==> src/rtl/adnlp_pkg.sv <==
// Package for the adaptive-degree next-line prefetcher.
// Holds the shared constants, register index codes and the payload and control structs.
// No dependencies; every other file refers to it by scoped names.
package adnlp_pkg;

  // Geometry of blocks and pages, and the range of degrees that get sampled.
  localparam int BLOCK_BITS  = 6;
  localparam int PAGE_BITS   = 12;
  localparam int TOP_DEGREE  = 4;
  localparam int MAX_RESULTS = 4;

  // Field widths.
  localparam int ADDR_W  = 64;
  localparam int CNT_W   = 64;
  localparam int DEG_W   = 3;
  localparam int LIMIT_W = 32;
  localparam int GATE_W  = 16;
  localparam int IDX_W   = $clog2(TOP_DEGREE + 1);
  localparam int EMIT_W  = $clog2(MAX_RESULTS + 2);

  // Configuration port geometry.
  localparam int CFG_IDX_W  = 2;
  localparam int CFG_DATA_W = 32;

  // Byte distance between neighboring blocks.
  localparam logic [ADDR_W-1:0] BLOCK_BYTES = ADDR_W'(1) << BLOCK_BITS;

  // Command codes of an input transaction.
  localparam logic CMD_ACCESS = 1'b0;
  localparam logic CMD_TICK   = 1'b1;

  // Configuration register indexes.
  typedef enum logic [CFG_IDX_W-1:0] {
    CFG_SAMPLE_LIMIT = 2'd0,
    CFG_HOLD_LIMIT   = 2'd1,
    CFG_ACCESS_GATE  = 2'd2
  } cfg_idx_t;

  // Register values after reset.
  localparam logic [LIMIT_W-1:0] SAMPLE_LIMIT_RST = 32'd2048;
  localparam logic [LIMIT_W-1:0] HOLD_LIMIT_RST   = 32'd8388608;
  localparam logic [GATE_W-1:0]  ACCESS_GATE_RST  = 16'd10;

  // Input transaction payload.
  typedef struct packed {
    logic              cmd;
    logic [ADDR_W-1:0] access_addr;
    logic [CNT_W-1:0]  cycle_now;
    logic [CNT_W-1:0]  retired_now;
  } in_t;

  // Result transaction payload.
  typedef struct packed {
    logic [ADDR_W-1:0] prefetch_addr;
    logic              last;
  } out_t;

  // Configuration registers as one group.
  typedef struct packed {
    logic [LIMIT_W-1:0] sample_instr_limit;
    logic [LIMIT_W-1:0] hold_instr_limit;
    logic [GATE_W-1:0]  access_gate;
  } cfg_t;

  // Request to the address emitter.
  typedef struct packed {
    logic              start;
    logic [DEG_W-1:0]  degree;
    logic [ADDR_W-1:0] addr;
  } emit_req_t;

  // Request to the degree tuner.
  typedef struct packed {
    logic             start;
    logic [CNT_W-1:0] cycle_now;
    logic [CNT_W-1:0] retired_now;
  } tune_req_t;

endpackage

==> src/rtl/adnlp_emit.sv <==
// Address emitter: walks the next blocks after an access and drives the result register.
// Stops at the page boundary and flags the final address; depends on adnlp_pkg.
module adnlp_emit (
  input  logic                 clk,
  input  logic                 rst,
  input  adnlp_pkg::emit_req_t req,
  output logic                 busy,
  output logic                 out_valid,
  input  logic                 out_ready,
  output adnlp_pkg::out_t      out_data
);

  localparam int SUM_W = adnlp_pkg::ADDR_W + 1;

  logic                               active;
  logic [adnlp_pkg::ADDR_W-1:0]       base;
  logic [adnlp_pkg::EMIT_W-1:0]       deg;
  logic [adnlp_pkg::EMIT_W-1:0]       idx;

  logic [adnlp_pkg::EMIT_W-1:0]       start_deg;
  logic [adnlp_pkg::EMIT_W-1:0]       k_cur;
  logic [adnlp_pkg::EMIT_W-1:0]       k_nxt;
  logic [SUM_W-1:0]                   sum_cur;
  logic [SUM_W-1:0]                   sum_nxt;
  logic                               cur_ok;
  logic                               nxt_ok;
  logic                               cur_last;
  logic                               load;

  // Clamp the degree to the number of results one access may give.
  assign start_deg = (req.degree > adnlp_pkg::DEG_W'(adnlp_pkg::MAX_RESULTS))
                     ? adnlp_pkg::EMIT_W'(adnlp_pkg::MAX_RESULTS)
                     : adnlp_pkg::EMIT_W'(req.degree);

  // The current and the following block address; a carry out means another page.
  always_comb begin
    k_cur    = idx + adnlp_pkg::EMIT_W'(1);
    k_nxt    = idx + adnlp_pkg::EMIT_W'(2);
    sum_cur  = SUM_W'(base) + (SUM_W'(k_cur) << adnlp_pkg::BLOCK_BITS);
    sum_nxt  = SUM_W'(base) + (SUM_W'(k_nxt) << adnlp_pkg::BLOCK_BITS);
    cur_ok   = !sum_cur[SUM_W-1] && (sum_cur[adnlp_pkg::ADDR_W-1:adnlp_pkg::PAGE_BITS] ==
                                     base[adnlp_pkg::ADDR_W-1:adnlp_pkg::PAGE_BITS]);
    nxt_ok   = !sum_nxt[SUM_W-1] && (sum_nxt[adnlp_pkg::ADDR_W-1:adnlp_pkg::PAGE_BITS] ==
                                     base[adnlp_pkg::ADDR_W-1:adnlp_pkg::PAGE_BITS]);
    cur_last = (k_cur == deg) || !nxt_ok;
    load     = active && (!out_valid || out_ready);
  end

  assign busy = active;

  // Control: walk while active, one result per cycle whenever the result register is free.
  always_ff @(posedge clk) begin
    if (rst) begin
      active    <= 1'b0;
      out_valid <= 1'b0;
    end else begin
      if (req.start && (start_deg != '0)) begin
        active <= 1'b1;
      end else if (load && (!cur_ok || cur_last)) begin
        active <= 1'b0;
      end
      if (load && cur_ok) begin
        out_valid <= 1'b1;
      end else if (out_ready) begin
        out_valid <= 1'b0;
      end
    end
  end

  // Datapath: access address, walk position and the result register.
  always_ff @(posedge clk) begin
    if (req.start) begin
      base <= req.addr;
      deg  <= start_deg;
      idx  <= '0;
    end else if (load && cur_ok) begin
      out_data.prefetch_addr <= sum_cur[adnlp_pkg::ADDR_W-1:0];
      out_data.last          <= cur_last;
      idx                    <= k_cur;
    end
  end

endmodule

==> config.mk <==
export PLATFORM = sky130hd
export DESIGN_NAME = adnlp_emit
export DESIGN_NICKNAME = d
export VERILOG_FILES = /design/src/rtl/adnlp_pkg.sv /design/src/rtl/adnlp_emit.sv
export SDC_FILE = /design/constraint.sdc
export NUM_CORES = 1
export LEC_CHECK = 0
export ABC_AREA = 0
export BUFFER_PORTS_ARGS = -buffer_cell sky130_fd_sc_hd__buf_4
export CAP_MARGIN = 20
export CORE_AREA = 10 10 112 114
export CTS_BUF_LIST = sky130_fd_sc_hd__clkbuf_4 sky130_fd_sc_hd__clkbuf_8
export DETAILED_ROUTE_END_ITERATION = 6
export DIE_AREA = 0 0 122 124
export GPL_ROUTABILITY_DRIVEN = 0
export PLACE_DENSITY = 0.78
export REMOVE_ABC_BUFFERS = 1
export SYNTH_ARGS = -nofsm -noshare
export SYNTH_HDL_FRONTEND = slang
export SYNTH_SLANG_ARGS = --single-unit
export TNS_END_PERCENT = 50
==> constraint.sdc <==
create_clock -name clk -period 11.6 [get_ports clk]
set_input_delay 0.58 -clock clk [delete_from_list [all_inputs] [get_ports clk]]
set_output_delay 0.58 -clock clk [all_outputs]
set_load 0.01 [all_outputs]
==> results of run 1 <==
## cell families (layout without fill, tap and decap cells)
kind of cell / Yosys count / after routing / synth area share (%)
flip-flops: 137 / 137 / 72.5
AND/OR/NAND/NOR: 110 / 110 / 12.6
XOR/XNOR: 63 / 63 / 9.85
AO/OA/AOI/OAI: 13 / 13 / 1.92
buffers and inverters: 13 / 181 / 1.00
adder cells (fa/ha/maj): 8 / 8 / 1.92
multiplexers: 1 / 1 / 0.179
## state kept, by name (all words and copies together) (netlist names)
signal / flops
deg: 3
out_data: 65
busy: 1
out_valid: 1
idx: 3
base: 64
## path summary, 6_finish.rpt
kind                            cells past startpoint  startpoint            to
worst max-delay path                                8      idx[0]  out_data[61]
worst min-delay path                                2         rst     out_valid
worst max register to register                      8      idx[0]  out_data[61]
worst min register to register                      0     base[3]   out_data[4]
## metrics by stage
stage,setup slack (ns),area [um^2],total power [uW],instances,util [%]
finish,8.30,7260,1130,649,70.9
global route,8.10,7260,1180,649,70.9
CTS,8.32,7260,1140,649,70.9
detailed placement,8.30,6810,713,617,66.5
global placement,8.44,6810,709,617,66.5
floorplan,3.25,5590,659,342,-
## cell type report
class | instances | area (um^2) | area share (%)
tap | 136 | 170 | 2.35
timing repair buffer | 139 | 1040 | 14.4
multi-input combinational | 195 | 1490 | 20.5
clock inverter | 13 | 201 | 2.78
clock buffer | 19 | 249 | 3.43
inverter | 10 | 37.5 | 0.517
sequential | 137 | 4060 | 56.0
## per-layer routing
| metal | vias up | routed length, um | share of wire [%] |
|---|---|---|---|
| met5 | - | 0 | 0 |
| met4 | 0 | 202 | 1.7 |
| met3 | 16 | 1180 | 9.9 |
| met2 | 156 | 6000 | 50 |
| met1 | 1625 | 4540 | 38 |
| li1 | 1610 | - | - |
## synthesized netlist by cell type, drive strengths merged (2+ instances only)
cell type    n  area [um^2]
and4         7         61.3
dfxtp        5          100
and3         9         56.3
edfxtp     132         3960
nor2        12         45.0
inv         10         37.5
clkbuf       2         7.51
xor2        16          140
nand2b       2         12.5
nor3b        2         26.3
nor4b        2         17.5
a21oi        5         25.0
nand2       19         71.3
nor3         3         20.0
xnor2       47          412
nand4       20          155
nand3       17         85.1
nor4         5         76.3
nor2b        5         31.3
and2         6         37.5
ha           7         87.6
a21o         3         22.5
## worst reg2reg max path: cells and delay by family, from the launching register on
kind	cells	cell delay, ns
compound gates	1	0.49
xor+xnor	1	0.18
fa+ha+maj	2	0.85
buf+inv	1	0.08
flops	1	0.36
simple gates	3	1.10
## power groups by stage
| stage | clock network, uW | registers (uW) | logic (uW) |
|---|---|---|---|
| after global placement | 0 | 614 | 94.4 |
| after detailed placement | 0 | 616 | 97.2 |
| final | 431 | 606 | 96.5 |
| after CTS | 440 | 605 | 97.7 |
| after global routing | 461 | 609 | 106 |
| after floorplan | 0 | 620 | 39.1 |
==> flow_summary.json, run 1 <==
{
  "result_of_the_run": "completed",
  "worst_skew_pair.late_latency_ns": 0.43,
  "grt_use_met1_pct": 17.2,
  "whs_ns": 0.309,
  "route.vias.total": 3407,
  "detailedRoute.firstIterationViolations": 246,
  "max_slew_headroom_pct": 40.5,
  "crit_family": "simple AND/OR/NAND/NOR gates",
  "final.setup.tns_ns": 0,
  "h_tree_levels": 4,
  "grt.met2_usage_pct": 26.2,
  "min_period_over_period_pct": 28.5,
  "max_freq_mhz": 303,
  "internal_pwr_total_uw": 892,
  "final_antenna_net_count": 0,
  "cts_buffers": 17,
  "async_reset_ff_share_pct": 0,
  "total_core_area_um2": 10200,
  "fp-row-count": 37,
  "cellPowerDensity_nw_per_um2": 156,
  "grt_pass1_vias": 3526,
  "finalHoldViolCount": 0,
  "synth-edff-count": 132,
  "use_met3_pct": 6.65,
  "max_transition_viols_final": 0,
  "yosys_warnings": 0,
  "syn_avg_cell_area_um2": 16.2,
  "p_comb_share_pct": 8.5,
  "worstHoldPathType": "primary input to flop",
  "antenna_violations_before_repair": 0,
  "clock_skew_ns": 0.0119,
  "die-width_um": 122,
  "clock_tree.buffer_depth": 2,
  "cpPeakStageDelay_ns": 0.62,
  "worstSetupStartpointType": "flop",
  "chipHeight_um": 124,
  "quantity_of_i_o_buffers_inserted_on_ports": 137,
  "synth.ff_latch_count": 137,
  "critPathArrivalTime_ns": 3.48,
  "die_area_um2": 15100,
  "post_cts_resize_count": 0,
  "finish.net_count": 579,
  "power.leakage_uw": 0.00273,
  "grt_pass1_wl_um": 18000,
  "worst_pin_slew_ns": 0.893,
  "grt_start_max_net_pins": 73,
  "n_antenna_cell": 0,
  "layout.cells.most_common": "buf_4",
  "worst_setup_hold_path_clk_slew_ns": 0.07,
  "gr-usage-all-layers_pct": 15.7,
  "drt-vias-per-instance": 5.25,
  "final_layout_size_suffix_gt1_share_pct": 34.9,
  "post_drt_wl_per_cell_um": 18.4,
  "cts_root_buffer": "clkbuf_8",
  "fin_crit_ns": 3.30,
  "synthesis.area_um2": 5600,
  "yosys.cell_types.count": 35,
  "cts.sink_count": 137,
  "critPathBufInv": 1,
  "layout.filler_cells": 664,
  "wirelength_um": 11900,
  "max-cap-violations": 0,
  "critical-path-slowest-cell": "nor3b_4",
  "global_route.overflow_total": 0,
  "tritoncts": "yes",
  "layout.cells.most_common_list": "139 x buf_4, 132 x edfxtp_1, 47 x xnor2_1, 19 x nand2_1, 18 x nand4_1",
  "vdd_ir_drop_max_uv": 87.5,
  "postCtsHoldBufs": 0,
  "area_growth_pct": 29.5,
  "most_crowded_layer_gr": "met2",
  "count_of_mapped_cells_out_of_synthesis": 345,
  "required_worst_endpoint_ns": 11.78,
  "hpwlAfterDp_um": 8800,
  "p_clk_share_pct": 38.0,
  "cts.repair_timing.setup_buffer_count": 0,
  "drt_first_pass_iters": 5,
  "switching_power_share_of_the_total_pct": 21.3,
  "worst-path-max-fanout": 14,
  "critPathKind": "flop to flop",
  "post-route-drc-count": 0,
  "postSynth.topFlopCell": "edfxtp_1",
  "cp-end-kind": "flop",
  "setup_viol": 0,
  "path_cells": "ha_1 -> inv_1 -> fa_1 -> nand2b_1 -> a2111oi_4 -> nor3b_4 -> nand4_1 -> xnor2_1",
  "rsz0062_at_grt": "no",
  "ys_seq_area_share_pct": 72.5,
  "r2r_setup_slack_ns": 8.30,
  "share_seq_of_total_power_pct": 53.5,
  "io_pins": 138,
  "initial_core_util_pct": 54.8,
  "power_switching_uw": 241
}
Power figures use the tool's default switching activity.
==> inputs of run 2 (changes only) <==
clock period = 3.3 ns   (was 11.6 ns; I/O delays follow)
==> run 2 against run 1 <==
Utilization up 6.5 points. Sequential share of layout area down 4.7 points. Non-clock buffer count up 69. Routed wire length up 12%. Critical endpoint is now out_data[51].
==> flow_summary.json, run 2 (synthesis results as in run 1) <==
{
  "hpwlAfterDp_um": 8760,
  "detailedRoute.firstIterationViolations": 227,
  "top_register": "out_data",
  "post_cts_resize_count": 0,
  "final_antenna_net_count": 0,
  "postCtsHoldBufs": 66,
  "drt-vias-per-instance": 5.16,
  "quantity_of_i_o_buffers_inserted_on_ports": 137,
  "layout.cells.most_common_list": "141 x buf_4, 132 x edfxtp_1, 66 x dlygate4sd3_1, 47 x xnor2_1, 19 x nand2_1",
  "h_tree_levels": 4,
  "drt_first_pass_iters": 5,
  "grt_pass1_wl_um": 20800,
  "clock_tree.buffer_depth": 2,
  "critPathKind": "flop to flop",
  "finalHoldViolCount": 0,
  "clock_skew_ns": 0.0104,
  "layout.cell_area.non_filler_um2": 7920,
  "result_of_the_run": "completed",
  "max_slew_headroom_pct": 39.0,
  "cts.repair_timing.setup_buffer_count": 0,
  "max-cap-violations": 0,
  "cp-end-kind": "flop",
  "seq_area_um2": 4060,
  "power.leakage_uw": 0.00301,
  "grt_start_max_net_pins": 73,
  "worstHoldPathType": "primary input to flop",
  "layout.filler_cells": 609,
  "worst_setup_hold_path_clk_slew_ns": 0.08,
  "max_transition_viols_final": 0,
  "worst_skew_pair.late_latency_ns": 0.42,
  "rsz0062_at_grt": "no",
  "cts.sink_count": 137,
  "n_antenna_cell": 0,
  "multi_input_area_um2": 1490,
  "area_growth_pct": 41.3,
  "grt_pass1_vias": 3993,
  "max_freq_mhz": 330,
  "wirelength_um": 13300,
  "critPathArrivalTime_ns": 3.19,
  "fin_crit_ns": 3.03,
  "vdd_ir_drop_max_uv": 312,
  "post_drt_wl_per_cell_um": 18.6,
  "worst_pin_slew_ns": 0.914,
  "final_core_utilization_pct": 77.4,
  "min_period_over_period_pct": 91.8,
  "initial_core_util_pct": 54.8,
  "post-route-drc-count": 0,
  "cts_buffers": 17,
  "worst-path-max-fanout": 14,
  "gr-usage-all-layers_pct": 17.8,
  "total_core_area_um2": 10200,
  "fp-row-count": 37,
  "finish.net_count": 648,
  "largest_registers": "out_data x65, base x64",
  "global_route.overflow_total": 0,
  "cellPowerDensity_nw_per_um2": 500,
  "antenna_violations_before_repair": 0,
  "die_area_um2": 15100,
  "cts_root_buffer": "clkbuf_8",
  "placedInstanceArea_um2": 6840,
  "route.vias.total": 3703,
  "largest_register_ffs": 65,
  "chipHeight_um": 124,
  "tritoncts": "yes",
  "required_worst_endpoint_ns": 3.46,
  "die-width_um": 122,
  "setup_viol": 0,
  "worstSetupStartpointType": "flop",
  "layout.cells.most_common": "buf_4",
  "io_pins": 138,
  "final_layout_size_suffix_gt1_share_pct": 31.6
}
[run 2: cell count changes in the layout (fill, tap and decap cells not counted)]
| cell | before | now |
|---|---|---|
| buf_12 | 0 | 1 |
| buf_4 | 139 | 141 |
| inv_6 | 0 | 3 |
| bufinv_16 | 5 | 3 |
| dlygate4sd3_1 | 0 | 66 |
| clkinv_1 | 3 | 1 |
| clkinv_4 | 2 | 3 |
[run 2: where the power goes]
group          internal (uW)  switching (uW)  total (uW)  leakage [uW]
Combinational            230             186         416       0.00151
Sequential              2050            78.7        2130       0.00129
Clock                    772             645        1420      0.000202
[run 2: path summary, 6_finish.rpt]
check / startpoint / endpoint / slack (ns) / cells past startpoint
min: req[64] / deg[0] / 0.06 / 2
max reg2reg: idx[0] / out_data[51] / 0.27 / 9
max: idx[0] / out_data[51] / 0.27 / 9
min reg2reg: base[2] / out_data[3] / 0.42 / 0
[run 2: final cells by class]
class / instances / area share [%]
well taps: 136 / 2.15
clock buffers: 19 / 3.14
repair buffers: 208 / 22.0
clock inverters: 13 / 2.13
inverters: 10 / 0.474
flip-flops and latches: 137 / 51.3
multi-input cells: 195 / 18.8
[run 2: metrics by stage]
step	power (uW)	instances	setup WS, ns	hold WS (ns)	TNS, ns
after floorplan	2320	342	-5.05	0.234	-328.17
after global placement	2500	620	0.424	0.331	0
after detailed placement	2510	620	0.299	0.333	0
after CTS	3980	718	0.271	0.0352	0
after global routing	4110	718	0.0708	0.0423	0
final	3960	718	0.269	0.0591	0
[run 2: per-layer routing]
layer | track usage, % | part of all wire [%] | up-vias | wire length, um
met2 | 31.3 | 53 | 179 | 7070
met4 | 6.93 | 1.5 | 0 | 199
met1 | 19.5 | 36 | 1758 | 4760
li1 | - | - | 1750 | -
met3 | 6.06 | 9.9 | 16 | 1320
met5 | 0 | 0 | - | 0
[run 2: worst max-delay path, stage by stage (launching register included)]
cell and delay [ns]:
dfxtp_1 0.38, ha_1 0.39, inv_1 0.08, fa_1 0.48, nand2b_1 0.24, a2111oi_4 0.43
nor3b_4 0.23, buf_4 0.24, nand4_1 0.15, xnor2_1 0.16
==> inputs of run 3 (changes only) <==
RECOVER_POWER = 50   (was default)
SETUP_SLACK_MARGIN = 0.02   (was default)
==> run 3 against run 2 <==
The run now ends with max-capacitance violations, max-slew violations left. Sequential cell count unchanged. Via count decreased by 0.16%. Total power fell by 0.43%. Routed wire length is essentially flat. Die area is the same. Cell count stayed put. Worst hold slack lost 0.0045 ns. Global-route usage did not move. Sequential power about the same. Critical endpoint unchanged.
==> flow_summary.json, run 3 (synthesis results as in run 1) <==
{
  "chipHeight_um": 124,
  "largest_register_ffs": 65,
  "grt_start_max_net_pins": 73,
  "finish.net_count": 648,
  "totalPowerFinal_uw": 3950,
  "cts_buffers": 17,
  "vdd_ir_drop_max_uv": 312,
  "clock_tree.buffer_depth": 2,
  "power.leakage_uw": 0.00288,
  "placement.setup.worst_slack_ns": 0.299,
  "share_seq_of_total_power_pct": 54.0,
  "grt_pass1_vias": 3993,
  "detailedRoute.firstIterationViolations": 225,
  "area_growth_pct": 39.2,
  "setup_viol": 0,
  "post_drt_wl_per_cell_um": 18.6,
  "layout.filler_cells": 644,
  "worst_setup_hold_path_clk_slew_ns": 0.07,
  "layout.cells.most_common_list": "132 x edfxtp_1, 66 x dlygate4sd3_1, 63 x clkbuf_4, 48 x buf_4, 47 x xnor2_1",
  "top_register": "out_data",
  "post-route-drc-count": 0,
  "power_switching_uw": 910,
  "final.setup.tns_ns": 0,
  "die_area_um2": 15100,
  "worst_hold_startpoint": "req[64]",
  "timing.rr.start": "idx[0]",
  "max_freq_mhz": 330,
  "critPathKind": "flop to flop",
  "cellPowerDensity_nw_per_um2": 506,
  "n_antenna_cell": 0,
  "wirelength_um": 13300,
  "crit_family": "adder cells",
  "critPathLaunch": "idx[0]",
  "largest_registers": "out_data x65, base x64",
  "internal_pwr_total_uw": 3040,
  "cp-end-kind": "flop",
  "post_cts_resize_count": 0,
  "max-cap-violations": 1,
  "required_worst_endpoint_ns": 3.46,
  "cts.sink_count": 137,
  "worst-path-max-fanout": 14,
  "io_pins": 138,
  "max_transition_viols_final": 73,
  "clock_skew_ns": 0.00906,
  "most_crowded_layer_gr": "met2",
  "result_of_the_run": "finished with violations",
  "worst_skew_pair.late_latency_ns": 0.42,
  "cts_root_buffer": "clkbuf_8",
  "initial_core_util_pct": 54.8,
  "worstHoldPathType": "primary input to flop",
  "total_core_area_um2": 10200,
  "global_route.overflow_total": 0,
  "final_layout_size_suffix_gt1_share_pct": 26.3,
  "critPathArrivalTime_ns": 3.19,
  "antenna_violations_before_repair": 0,
  "p_comb_share_pct": 10.0,
  "critPathBufInv": 2,
  "max_slew_headroom_pct": -18.9,
  "gr-usage-all-layers_pct": 17.8,
  "fp-row-count": 37,
  "hpwlAfterDp_um": 8760,
  "grt_use_met1_pct": 19.5,
  "setup_slack_ns": 0.273,
  "route.vias.total": 3697,
  "drt-vias-per-instance": 5.15,
  "min_period_over_period_pct": 91.7,
  "quantity_of_i_o_buffers_inserted_on_ports": 137,
  "grt_pass1_wl_um": 20800,
  "switching_power_share_of_the_total_pct": 23.1,
  "path_cells": "ha_1 -> inv_1 -> fa_1 -> nand2b_1 -> a2111oi_4 -> nor3b_4 -> buf_4 -> nand4_1 -> xnor2_1",
  "postCtsHoldBufs": 66,
  "critical-path-slowest-cell": "fa_1",
  "cpPeakStageDelay_ns": 0.48,
  "grt.met2_usage_pct": 31.3,
  "drt_first_pass_iters": 5,
  "tritoncts": "yes",
  "die-width_um": 122,
  "use_met3_pct": 6.06,
  "final_core_utilization_pct": 76.2,
  "worstSetupStartpointType": "flop",
  "worst_pin_slew_ns": 1.78,
  "finalHoldViolCount": 0,
  "fin_crit_ns": 3.03,
  "p_clk_share_pct": 36.0,
  "whs_ns": 0.0546,
  "final_antenna_net_count": 0,
  "h_tree_levels": 4,
  "cts.repair_timing.setup_buffer_count": 0,
  "rsz0062_at_grt": "no",
  "layout.cells.most_common": "edfxtp_1",
  "failed_checks": "max-capacitance violations, max-slew violations"
}
## run 3: cell types whose count changed in the layout (fill, tap and decap cells not counted), sizes merged
| cell | before | now |
|---|---|---|
| buf | 142 | 50 |
| clkbuf | 19 | 111 |
## run 3: through the flow
step	instance area, um^2	cells
6_report	7800	718
5_1_grt	7800	718
4_1_cts	7920	718
3_5_place_dp	6840	620
3_3_place_gp	6840	620
2_1_floorplan	5590	342
## run 3: power groups by stage
| stage | Sequential [uW] | Clock, uW | Combinational, uW |
|---|---|---|---|
| 2_1_floorplan | 2180 | 0 | 137 |
| 3_3_place_gp | 2160 | 0 | 339 |
| 3_5_place_dp | 2170 | 0 | 348 |
| 4_1_cts | 2130 | 1440 | 414 |
| 5_1_grt | 2140 | 1520 | 433 |
| 6_report | 2130 | 1420 | 396 |
## run 3: final timing paths
kind | endpoint | slack, ns | depth (start not counted)
max | out_data[51] | 0.27 | 9
min | deg[0] | 0.05 | 2
max reg2reg | out_data[51] | 0.27 | 9
min reg2reg | out_data[3] | 0.42 | 0
## run 3: per-layer routing
| metal | up-vias | part of all wire, % |
|---|---|---|
| met2 | 162 | 53 |
| met3 | 18 | 9.2 |
| met1 | 1768 | 36 |
| li1 | 1749 | - |
| met5 | - | 0 |
| met4 | 0 | 1.7 |
## run 3: area by class of cell
type	count	area (um^2)	area share, %
clock buffer	19	249	3.19
clock inverter	13	169	2.17
inverter	10	37.5	0.481
multi-input combinational	195	1490	19.1
sequential	137	4060	52.1
tap	136	170	2.18
timing repair buffer	208	1620	20.8
